==> config.mk <==
export PLATFORM = sky130hd
export DESIGN_NAME = zvc_cordic_stage
export DESIGN_NICKNAME = d
export VERILOG_FILES = /design/src/design/zvc_pkg.sv /design/src/design/zvc_cordic_stage.sv
export SDC_FILE = /design/constraint.sdc
export NUM_CORES = 1
export LEC_CHECK = 0
export ABC_AREA = 0
export BUFFER_PORTS_ARGS = -buffer_cell sky130_fd_sc_hd__buf_4
export CORE_ASPECT_RATIO = 0.75
export CORE_MARGIN = 10
export CORE_UTILIZATION = 40
export DETAILED_ROUTE_END_ITERATION = 6
export PLACE_DENSITY = 0.65
export SYNTH_ARGS = -nofsm -noshare
export SYNTH_HDL_FRONTEND = slang
export SYNTH_SLANG_ARGS = --single-unit
==> constraint.sdc <==
create_clock -name clk_i -period 0.8 [get_ports clk_i]
set_input_delay 0 -clock clk_i [delete_from_list [all_inputs] [get_ports clk_i]]
set_output_delay 0 -clock clk_i [all_outputs]
set_load 0.05 [all_outputs]
==> src/design/zvc_pkg.sv <==
package zvc_pkg;

  localparam int unsigned AtanLen = 24;

  // Angle accumulator counts 1/256 of a hundredth of a degree.
  localparam logic signed [24:0] ZHalf = 25'sd4608000;
  localparam logic signed [24:0] ZFull = 25'sd9216000;
  localparam logic [29:0] InvGainQ30 = 30'd652032874;
  localparam logic [15:0] Deg180 = 16'd18000;
  localparam logic [15:0] Deg360 = 16'd36000;
  localparam logic [14:0] Deg180Mul = 15'd18000;

  typedef struct packed {
    logic               nz;
    logic [15:0]        heading;
    logic signed [31:0] x;
    logic signed [31:0] y;
    logic signed [24:0] z;
  } cordic_t;

  typedef struct packed {
    logic [14:0] radius;
    logic [15:0] ent_angle;
    logic [14:0] ent_tol;
    logic [11:0] half_diag;
  } zone_cfg_t;

  function automatic logic [20:0] atan_f(input int unsigned i);
    logic [20:0] r;
    case (i)
      0: r = 21'd1152000;
      1: r = 21'd680065;
      2: r = 21'd359328;
      3: r = 21'd182400;
      4: r = 21'd91554;
      5: r = 21'd45822;
      6: r = 21'd22916;
      7: r = 21'd11459;
      8: r = 21'd5730;
      9: r = 21'd2865;
      10: r = 21'd1432;
      11: r = 21'd716;
      12: r = 21'd358;
      13: r = 21'd179;
      14: r = 21'd90;
      15: r = 21'd45;
      16: r = 21'd22;
      17: r = 21'd11;
      18: r = 21'd6;
      19: r = 21'd3;
      20: r = 21'd1;
      21: r = 21'd1;
      default: r = 21'd0;
    endcase
    return r;
  endfunction

  // Absolute angular difference folded into 0 to 180 degrees.
  function automatic logic [14:0] wrap_diff(input logic [15:0] a, input logic [15:0] b);
    logic [15:0] d;
    d = (a > b) ? (a - b) : (b - a);
    if (d > Deg180) begin
      d = Deg360 - d;
    end
    return d[14:0];
  endfunction

endpackage

==> src/design/zvc_cordic_stage.sv <==
module zvc_cordic_stage #(
  parameter int unsigned Idx = 0
) (
  input  logic             clk_i,
  input  logic             rst_ni,
  input  logic             vld_i,
  input  zvc_pkg::cordic_t data_i,
  output logic             vld_o,
  output zvc_pkg::cordic_t data_o
);
  import zvc_pkg::*;

  logic    vld_q;
  cordic_t data_d, data_q;
  logic signed [24:0] atan_s;

  assign atan_s = signed'({4'b0, atan_f(Idx)});

  always_comb begin
    data_d = data_i;
    if (!data_i.y[31]) begin
      data_d.x = data_i.x + (data_i.y >>> Idx);
      data_d.y = data_i.y - (data_i.x >>> Idx);
      data_d.z = data_i.z + atan_s;
    end else begin
      data_d.x = data_i.x - (data_i.y >>> Idx);
      data_d.y = data_i.y + (data_i.x >>> Idx);
      data_d.z = data_i.z - atan_s;
    end
  end

  always_ff @(posedge clk_i or negedge rst_ni) begin
    if (!rst_ni) begin
      vld_q <= 1'b0;
    end else begin
      vld_q <= vld_i;
    end
  end

  always_ff @(posedge clk_i) begin
    data_q <= data_d;
  end

  assign vld_o  = vld_q;
  assign data_o = data_q;

endmodule

==> results.sh <==
export IMPL_status="complete, but fails checks"
export IMPL_violations="negative hold slack, negative setup slack"
export IMPL_cts_tree="built"
export IMPL_irDropWorstVdd_mv=1.147
export IMPL_worstPathMaxFanout=5
export IMPL_required_ps=1060
export IMPL_switching_share_pct=43.05
export IMPL_worst_path_buf_inv=4
export IMPL_clkTransAtPathRegs_ps=90
export IMPL_power_leakage_nw=7.454
export IMPL_die_w_um=185.6
export IMPL_combPwrFrac_pct=57.8
export IMPL_synthArstFlopShare_pct=0.9434
export IMPL_dpl_hpwl_um=25950
export IMPL_worstMarginPinSlew_ps=850.5
export IMPL_numClockSinks=106
export IMPL_cp_cell_sequence="buf_12 -> inv_12 -> ha_4 -> buf_6 -> nand2b_4 -> a211oi_4 -> nor4_2 -> a211oi_2 -> o21ai_2 -> a21oi_4 -> buf_6 -> o32ai_2 -> a311oi_2 -> mux2i_1 -> xnor2_1"
export IMPL_cts_path_max_buffers=2
export IMPL_grt_max_degree=56
export IMPL_synthFlopType="dfxtp_1"
export IMPL_p_per_area_nw_per_um2=1793
export IMPL_hold_slack_ps=-19.56
export IMPL_vias=9989
export IMPL_placed_cell_area_um2=12820
export IMPL_io_pins=216
export IMPL_seq_area_frac_synth_pct=25.85
export IMPL_cts_root_buf="clkbuf_16"
export IMPL_multiInputGateArea_um2=6909
export IMPL_synth_area_leader_cell="dfxtp_1"
export IMPL_grt_total_usage_pct=26.06
export IMPL_synth_nets=1232
export IMPL_maxSlewViolCount=0
export IMPL_synthMostInstantiatedCell="ha_1"
export IMPL_core_area_um2=20210
export IMPL_dieArea_um2=26770
export IMPL_grt_pass1_wl_um=55190
export IMPL_initial_core_util_pct=40.71
export IMPL_globalRoute_totalOverflow=0
export IMPL_pre_cts_ws_ps=-1825
export IMPL_synth_edff_count=0
export IMPL_yosys_warnings=0
export IMPL_cts_inserted_buffers=9
export IMPL_synth_cell_types=80
export IMPL_arrival_ps=2400
export IMPL_critical_path_startpoint="data_i[29]"
export IMPL_synth_area_um2=8228
export IMPL_area_growth_pct=94.87
export IMPL_avgViaCountPerCell=5.432
export IMPL_p_int_mw=16.37
export IMPL_rsz0062_at_grt="yes"
export IMPL_max_stage_delay_ps=310
export IMPL_first_global_vias=9939
export IMPL_hold_viol_final=1
export IMPL_path_delay_family="compound AO/OA/AOI/OAI gates"
export IMPL_drtAntennaViolNets=0
export IMPL_fp_dieH_um=144.2
export IMPL_worstSetupPathType="input port to flop"
export IMPL_io_buffers=215
export IMPL_cp_start_kind="input port"
export IMPL_slew_headroom_pct=41.83
export IMPL_synth_cells=1003
export IMPL_fin_nets=1805
export IMPL_gp_congestion=0.9689
export IMPL_drive_gt1_share_pct=60.91
export IMPL_layout_min_cycle_time_ps=2146
export IMPL_crit_end="data_o[82]"
export IMPL_synth_common_cells="116 x ha_1, 109 x a21oi_1, 105 x dfxtp_1, 102 x inv_1, 77 x nor2_1"
export IMPL_drt_wl_total_um=38840
export IMPL_hp_class="input port to flop"
export IMPL_clockPowerShare_pct=16.9
export IMPL_stdcell_area_um2=16030
export IMPL_rows=45
export IMPL_sequentialPowerShare_pct=25.2
export IMPL_setup_viol=178
export IMPL_avgSynthCellArea_um2=8.203
export IMPL_cpMaxStageDelayCell="a211oi_2"
export IMPL_wire_per_inst_um=21.12
export IMPL_p_sw_mw=12.37
export IMPL_max_freq_mhz=465.9
export IMPL_synth_seq_cells=106
export IMPL_antenna_found_initial=0
export IMPL_drt_pass1_iterations=7
export IMPL_n_antenna_cell=0
export IMPL_ctsHtreeMaxLevel=3
export IMPL_worst_path_stages=15
export IMPL_synth_area_leaders="dfxtp_1 26%, ha_1 18%, a21oi_1 6.6%"
export IMPL_regArea_um2=2265
export IMPL_layout_setup_ws_ps=-1346
export IMPL_yosysTopAreaCellShare_pct=25.55
export IMPL_first_iter_violations=828
export IMPL_endpoint_kind="flop"
export IMPL_drc_errors=0
export IMPL_crit_top_cell="buf_6"
export IMPL_fillers=1200
export IMPL_holdBufCountCts=33
export IMPL_maxCapViolCount=0
export IMPL_post_route_period_util_pct=268.3
[logic make-up (layout without fill, tap and decap cells)]
family	after synthesis	count (layout)	synth area share (%)
and+or+nand+nor	218	218	13.31
buffers and inverters	154	732	7.527
muxes	12	12	1.460
AOI/OAI and AO/OA	322	322	25.68
adders and majority gates	120	120	18.61
xor gates and xnor gates	71	71	7.558
DFF	106	106	25.85
[sequential cells by signal, indices dropped and copies added (netlist names)]
name and count:
data_o 105, vld_o 1
[cell usage in the layout, fill, tap and decap left out, types with 10 or more instances in the layout]
cell type | Yosys | routed
xnor2_2 | 0 | 11
dfxtp_2 | 0 | 101
nor2_1 | 77 | 62
a21oi_2 | 4 | 40
buf_4 | 6 | 410
nor2_2 | 0 | 13
buf_8 | 0 | 108
a21o_1 | 26 | 26
ha_4 | 0 | 20
o21bai_1 | 24 | 21
o21ai_0 | 52 | 24
nand4_1 | 10 | 10
a21oi_1 | 109 | 63
o21ai_1 | 15 | 16
xor2_1 | 12 | 11
ha_1 | 116 | 89
nand2_1 | 41 | 29
inv_1 | 102 | 84
buf_6 | 1 | 51
o21ai_2 | 3 | 27
a21oi_4 | 1 | 11
xnor2_1 | 59 | 48
dlygate4sd3_1 | 0 | 33
[power by group through the flow]
stage | Combinational (mW) | Clock (mW) | Sequential, mW
2_1_floorplan | 4.37 | 0 | 10.1
3_3_place_gp | 12.9 | 0 | 6.71
3_5_place_dp | 13.0 | 0 | 6.72
4_1_cts | 15.4 | 4.87 | 7.18
5_1_grt | 17.3 | 5.07 | 7.32
6_report | 16.6 | 4.87 | 7.25
[per-stage QoR]
step / TNS, ps / hold WS [ps] / instances / utilization, % / total power, mW
6_report: -72120 / -19.56 / 1839 / 79.33 / 28.74
5_1_grt: -77720 / -17.48 / 1839 / 79.33 / 29.69
4_1_cts: -63830 / -46.73 / 1818 / 76.03 / 27.48
3_5_place_dp: -93980 / -224.1 / 1737 / 63.45 / 19.69
3_3_place_gp: -92180 / -225.0 / 1737 / 63.45 / 19.61
2_1_floorplan: -61790 / -295.6 / 1003 / - / 14.51
[per-layer routing]
metal  vias to the layer above  global-route usage, %  share of wire (%)
met5                         -                      0                  0
met1                      4765                  32.84                 40
li1                       4626                      -                  -
met4                         0                  7.871                3.0
met2                       518                  43.59                 48
met3                        80                  5.666                9.1
[layout make-up]
class / instances / share of cell area, %
clock inverters: 7 / 0.5853
multi-input cells: 743 / 43.09
repair buffers: 608 / 35.71
inverters: 108 / 3.075
clock buffers: 9 / 1.405
flip-flops and latches: 106 / 14.12
well taps: 258 / 2.013
[tightest hold or removal path, delay by kind of cell]
kind / cells / cell delay (ps)
XOR/XNOR: 1 / 70
adder cells (fa/ha/maj): 1 / 140
buffers and inverters: 1 / 100
[worst min path at each step]
stage	start	endpoint	slack (ps)	cells past startpoint
6_report	data_i[13]	data_o[13]	-20	3
5_1_grt	data_i[13]	data_o[13]	-20	3
4_1_cts	data_i[13]	data_o[13]	-50	3
3_5_place_dp	rst_ni	vld_o	-220	1
3_3_place_gp	rst_ni	vld_o	-230	1
2_1_floorplan	rst_ni	vld_o	-300	0
[what timing repair did]
action	CTS	global route
buffers inserted	37	31
endpoints found under the hold margin	34	1
pin swaps	110	90
gates resized for setup	477	115
setup endpoints to repair	178	177
Note: power is estimated with default switching activity, not from simulation.
