**src/design/zvc_pkg.sv**
```systemverilog
package zvc_pkg;

  localparam int unsigned AtanLen = 24;

  // Angle accumulator counts 1/256 of a hundredth of a degree.
  localparam logic signed [24:0] ZHalf = 25'sd4608000;
  localparam logic signed [24:0] ZFull = 25'sd9216000;
  localparam logic [29:0] InvGainQ30 = 30'd652032874;
  localparam logic [15:0] Deg180 = 16'd18000;
  localparam logic [15:0] Deg360 = 16'd36000;
  localparam logic [14:0] Deg180Mul = 15'd18000;

  typedef struct packed {
    logic               nz;
    logic [15:0]        heading;
    logic signed [31:0] x;
    logic signed [31:0] y;
    logic signed [24:0] z;
  } cordic_t;

  typedef struct packed {
    logic [14:0] radius;
    logic [15:0] ent_angle;
    logic [14:0] ent_tol;
    logic [11:0] half_diag;
  } zone_cfg_t;

  function automatic logic [20:0] atan_f(input int unsigned i);
    logic [20:0] r;
    case (i)
      0: r = 21'd1152000;
      1: r = 21'd680065;
      2: r = 21'd359328;
      3: r = 21'd182400;
      4: r = 21'd91554;
      5: r = 21'd45822;
      6: r = 21'd22916;
      7: r = 21'd11459;
      8: r = 21'd5730;
      9: r = 21'd2865;
      10: r = 21'd1432;
      11: r = 21'd716;
      12: r = 21'd358;
      13: r = 21'd179;
      14: r = 21'd90;
      15: r = 21'd45;
      16: r = 21'd22;
      17: r = 21'd11;
      18: r = 21'd6;
      19: r = 21'd3;
      20: r = 21'd1;
      21: r = 21'd1;
      default: r = 21'd0;
    endcase
    return r;
  endfunction

  // Absolute angular difference folded into 0 to 180 degrees.
  function automatic logic [14:0] wrap_diff(input logic [15:0] a, input logic [15:0] b);
    logic [15:0] d;
    d = (a > b) ? (a - b) : (b - a);
    if (d > Deg180) begin
      d = Deg360 - d;
    end
    return d[14:0];
  endfunction

endpackage

```
**src/design/zvc_decide.sv**
```systemverilog
module zvc_decide (
  input  logic               clk_i,
  input  logic               rst_ni,
  input  logic               vld_i,
  input  zvc_pkg::cordic_t   data_i,
  input  zvc_pkg::zone_cfg_t cfg_i,
  output logic               done_o,
  output logic               visiting_o
);
  import zvc_pkg::*;

  logic v1_q, v2_q, v3_q, v4_q, done_q;
  logic nz1_q;
  logic [15:0] hd1_q, hd2_q;
  logic signed [24:0] zw_d, zw1_q;
  logic [29:0] xcl;
  logic [59:0] prod1_q;
  logic [24:0] zr;
  logic [16:0] br;
  logic [15:0] bear_d, bear2_q;
  logic [29:0] dist2_q, dist3_q;
  logic [14:0] dh3_q;
  logic t2_3_q, t3_3_q, t23_4_q, vis_q;
  logic [41:0] rhs3_q, rhs4_q;
  logic [44:0] p4_q;
  logic [29:0] lim_mul;

  // First stage: fold the angle and scale the CORDIC magnitude by the inverse gain.
  always_comb begin
    if (data_i.z[24]) begin
      zw_d = data_i.z + ZFull;
    end else if (data_i.z >= ZFull) begin
      zw_d = data_i.z - ZFull;
    end else begin
      zw_d = data_i.z;
    end
    xcl = data_i.x[31] ? 30'd0 : data_i.x[29:0];
  end

  // Second stage: round the bearing to hundredths of a degree.
  always_comb begin
    zr = unsigned'(zw1_q) + 25'd128;
    br = zr[24:8];
    if (br >= {1'b0, Deg360}) begin
      br = br - {1'b0, Deg360};
    end
    bear_d = nz1_q ? br[15:0] : 16'd0;
  end

  assign lim_mul = cfg_i.radius * Deg180Mul;

  always_ff @(posedge clk_i or negedge rst_ni) begin
    if (!rst_ni) begin
      v1_q   <= 1'b0;
      v2_q   <= 1'b0;
      v3_q   <= 1'b0;
      v4_q   <= 1'b0;
      done_q <= 1'b0;
    end else begin
      v1_q   <= vld_i;
      v2_q   <= v1_q;
      v3_q   <= v2_q;
      v4_q   <= v3_q;
      done_q <= v4_q;
    end
  end

  always_ff @(posedge clk_i) begin
    nz1_q   <= data_i.nz;
    hd1_q   <= data_i.heading;
    zw1_q   <= zw_d;
    prod1_q <= xcl * InvGainQ30;

    hd2_q   <= hd1_q;
    bear2_q <= bear_d;
    dist2_q <= nz1_q ? prod1_q[59:30] : 30'd0;

    dh3_q   <= wrap_diff(bear2_q, hd2_q);
    t2_3_q  <= wrap_diff(bear2_q, cfg_i.ent_angle) <= cfg_i.ent_tol;
    t3_3_q  <= dist2_q < {2'b0, ({1'b0, cfg_i.radius} + {4'b0, cfg_i.half_diag}), 12'b0};
    dist3_q <= dist2_q;
    rhs3_q  <= {lim_mul, 12'b0};

    p4_q    <= dh3_q * dist3_q;
    rhs4_q  <= rhs3_q;
    t23_4_q <= t2_3_q && t3_3_q;

    vis_q   <= (p4_q <= {3'b0, rhs4_q}) && t23_4_q;
  end

  assign done_o     = done_q;
  assign visiting_o = vis_q;

endmodule
```
**config.mk**
```make
export PLATFORM = sky130hd
export DESIGN_NAME = zvc_decide
export DESIGN_NICKNAME = d
export VERILOG_FILES = /design/src/design/zvc_pkg.sv /design/src/design/zvc_decide.sv
export SDC_FILE = /design/constraint.sdc
export NUM_CORES = 2
export LEC_CHECK = 0
export ABC_AREA = 0
export ABC_CLOCK_PERIOD_IN_PS = 6100
export BUFFER_PORTS_ARGS = -buffer_cell sky130_fd_sc_hd__buf_2
export CORE_UTILIZATION = 30
export DETAILED_ROUTE_END_ITERATION = 8
export PLACE_DENSITY = 0.57
export SLEW_MARGIN = 20
export SYNTH_ARGS = -nofsm -noshare
export SYNTH_HDL_FRONTEND = slang
export SYNTH_SLANG_ARGS = --single-unit
```
**constraint.sdc**
```tcl
create_clock -name clk_i -period 6.1 [get_ports clk_i]
set_input_delay 0.305 -clock clk_i [delete_from_list [all_inputs] [get_ports clk_i]]
set_output_delay 0.305 -clock clk_i [all_outputs]
set_load 0.02 [all_outputs]
```
==> flow_summary_export.csv <==
group,metric,value,unit
clock_network,htreeDepth,2,
clock_network,clkLatencyLatePin,0.56,ns
synth,synth_edf_count,0,
route,drtIter0Drc,1593,
floorplan,fp-row-count,143,
synth,netlist_top_cells_count,"inv_1 (1104), fa_1 (814), ha_1 (670)",
global_route,groute.usage.overall,0.1627,
min_path,holdCritStartpoint,"data_i[23]",
synth,yosys.area.top_type,"fa_1",
layout,fin_nets,7081,
synth,syn_area,46050,um^2
min_path,hold_path_class,"in -> reg",
critical_path,crit_path_end_kind,"register",
synth,ys_ff_latch,278,
floorplan,fp.dieW,393.8,um
route,wl_met3,4.748,mm
global_route,antenna_found_initial,9,
route,vias,34174,
global_route,grt_overflow_total,0,
synth,synth_cell_type_count,90,
floorplan,dieArea,155100,um^2
route,via_per_inst,4.564,
min_path,hold_end,"zw1_q[23]$_DFF_P_",
placement,dp_hpwl,109.7,mm
synth,ys_async_sr_fraction,0.01799,
route,post_drt_wl_per_cell,16.79,um
timing,worstMarginPinSlew,0.9083,ns
timing,slew_headroom,0.3944,
global_route,grt_pass1_wl,199.4,mm
global_route,grt_max_degree,47,
synth,synth.most_common_cell,"inv_1",
timing,period_needed,6.724,ns
critical_path,reg2reg_depth,21,
timing,slew_violations,0,
critical_path,criticalPathCategory,"in -> reg",
route,ant_nets,0,
route,routedLengthMet1,54.65,mm
timing,clock_skew,0.01852,ns
clock_network,clk_pin_slew,0.06,ns
layout,drive_above_1_share,0.1837,
layout,n_fill_cell,15423,
timing,fin_ws,-0.6237,ns
synth,syn_nets,6483,
floorplan,die_h,393.8,um
floorplan,start_util,0.3028,
clock_network,cts_sinks,278,
clock_network,cts_tree,"yes",
clock_network,cts_buffer_depth,3,
timing,hold_violations,0,
critical_path,r2r_start,"dist3_q[3]$_DFF_P_",
critical_path,start_kind,"input port",
clock_network,cts_root_buf,"clkbuf_16",
placement,dp_slack,-1.773,ns
timing,rsz0062_at_grt,"true",
floorplan,core_area,152100,um^2
clock_network,cts_made_buffers,35,
critical_path,crit_start,"data_i[88]",
critical_path,critical_path_required,6.56,ns
critical_path,crit_fanout,6,
placement,gp_congestion,0.9481,
route,routed.top_layer,"met5",
flow_run,maxCapViolCount,0,
placement,port_buffers,135,
route,first_pass_iters,5,
timing,setup_viol,32,
route,drc,0,
synth,synth_warnings,0,
route,route.met2.wl,62.08,mm
synth,netlist_instances,4832,
global_route,grt_pass1_vias,36781,
critical_path,r2r-end,"p4_q[41]$_DFF_P_",
timing,period_share,1.102,
critical_path,cp.arrival,7.19,ns
floorplan,boundaryPins,169,
synth,synth_top_area_share,0.3539,
layout,syn_to_final_growth,21.64,%
run_status,violations,"setup timing",
run_status,status,"complete, but fails checks",
min_path,min_path_cells,2,
synth,yosysSeqAreaShare,0.1214,
critical_path,reg2reg_slack,-0.24,ns
route,totalWireLength,125.8,mm
synth,yosys-top-cells-area,"fa_1 (35%), ha_1 (18%), dfxtp_1 (12%)",
synth,syn_avg_cell_area,9.530,um^2
timing,max_freq,148.7,MHz
synth,synth_ff_type,"dfxtp_1",
==> what timing repair did <==
item / in CTS / in global routing
setup endpoints to repair: 51 / 49
hold endpoints to repair: 34 / 0
pin swaps: 109 / 53
buffers inserted: 39 / 21
hold buffers: 30 / 0
resized for setup: 183 / 99
cloned: 2 / 1
==> cell usage in the layout (no fill, tap or decap), types with 21 or more instances in the layout <==
master | synthesis | layout
nand2b_1 | 42 | 24
o21a_1 | 27 | 27
nand3_1 | 39 | 38
ha_1 | 670 | 629
o21ai_0 | 87 | 76
buf_6 | 2 | 36
inv_1 | 1104 | 1063
dlygate4sd3_1 | 0 | 30
inv_2 | 0 | 28
xnor2_1 | 128 | 124
nor2_1 | 132 | 118
buf_2 | 14 | 134
and3_1 | 27 | 21
dfxtp_1 | 273 | 253
buf_4 | 8 | 473
and2_1 | 279 | 275
nor2b_1 | 45 | 39
ha_4 | 0 | 37
nand4_1 | 30 | 30
a21o_1 | 110 | 109
nor3_1 | 48 | 45
fa_1 | 814 | 797
xor2_1 | 71 | 71
a21oi_1 | 149 | 130
clkbuf_16 | 0 | 37
nand2_1 | 334 | 322
==> routing by layer <==
metal  track usage  vias up
met3       0.02100      191
met5             0        -
met4       0.05031        4
met1        0.2049    17091
li1              -    16287
met2        0.2875      601
==> worst max path at each step <==
stage | to | slack [ns] | cells past startpoint
floorplan | prod1_q[57]$_DFF_P_ | -1.13 | 31
global placement | prod1_q[53]$_DFF_P_ | -1.63 | 28
detailed placement | prod1_q[57]$_DFF_P_ | -1.77 | 31
CTS | prod1_q[57]$_DFF_P_ | -0.59 | 26
global route | prod1_q[58]$_DFF_P_ | -0.77 | 27
finish | prod1_q[58]$_DFF_P_ | -0.62 | 27
==> registers in the layout (all words and copies together) (netlist names), 15 cells and up <==
name     count
p4_q        45
dist2_q     30
dist3_q     30
prod1_q     30
rhs3_q      26
rhs4_q      26
zw1_q       18
bear2_q     16
hd1_q       16
hd2_q       16
dh3_q       15
==> critical path, stage by stage <==
cell      delay, ns
buf_16         0.12
nand2b_4       0.18
fa_1           0.51
fa_1           0.53
inv_2          0.04
fa_1           0.50
fa_1           0.53
fa_1           0.57
fa_1           0.46
fa_1           0.54
inv_2          0.04
fa_1           0.51
inv_2          0.05
ha_4           0.26
and3_4         0.18
buf_6          0.10
o211ai_1       0.08
buf_4          0.16
a211oi_4       0.24
o21ai_2        0.14
a31oi_2        0.23
o21ai_2        0.12
buf_4          0.15
buf_6          0.12
a21oi_4        0.18
nor4_2         0.05
a311oi_1       0.25
==> metrics by stage <==
step           std cells  TNS (ns)  instance area, um^2    util  hold slack (ns)
5_1_grt             7487    -17.26                56010  0.3683          0.03467
3_3_place_gp        7344    -43.52                52970  0.3483           0.1155
3_5_place_dp        7344    -48.18                52970  0.3483           0.1209
6_report            7488    -9.919                56010  0.3683          0.04537
4_1_cts             7466    -8.858                55470  0.3647         0.001014
2_1_floorplan       4832    -18.51                46610       -         0.009409
==> final cells by class <==
cell class                      instances  area [um^2]  share of cell area
Inverter                             1104         4185             0.07472
Antenna cell                            2        5.005          0.00008935
Tap cell                             2030         2540             0.04535
Multi-Input combinational cell       3316        37070              0.6618
Timing Repair Buffer                  695         5390             0.09623
Clock inverter                         21        227.7            0.004066
Clock buffer                           42        953.4             0.01702
Sequential cell                       278         5643              0.1007
==> cell families (layout without fill, tap and decap cells) <==
logic type / after synthesis / in the layout / synth area share
buf+inv: 1238 / 1862 / 0.1023
other cells: 0 / 2 / 0
simple gates: 1056 / 1056 / 0.1175
fa+ha+maj: 1484 / 1484 / 0.5359
xor+xnor: 200 / 200 / 0.03820
flops: 278 / 278 / 0.1214
compound gates: 562 / 562 / 0.08152
mux: 14 / 14 / 0.003070
Power is left out: the tool's default activity adds up to more than one toggle a clock period on the data nets, which glitch-free logic cannot reach.
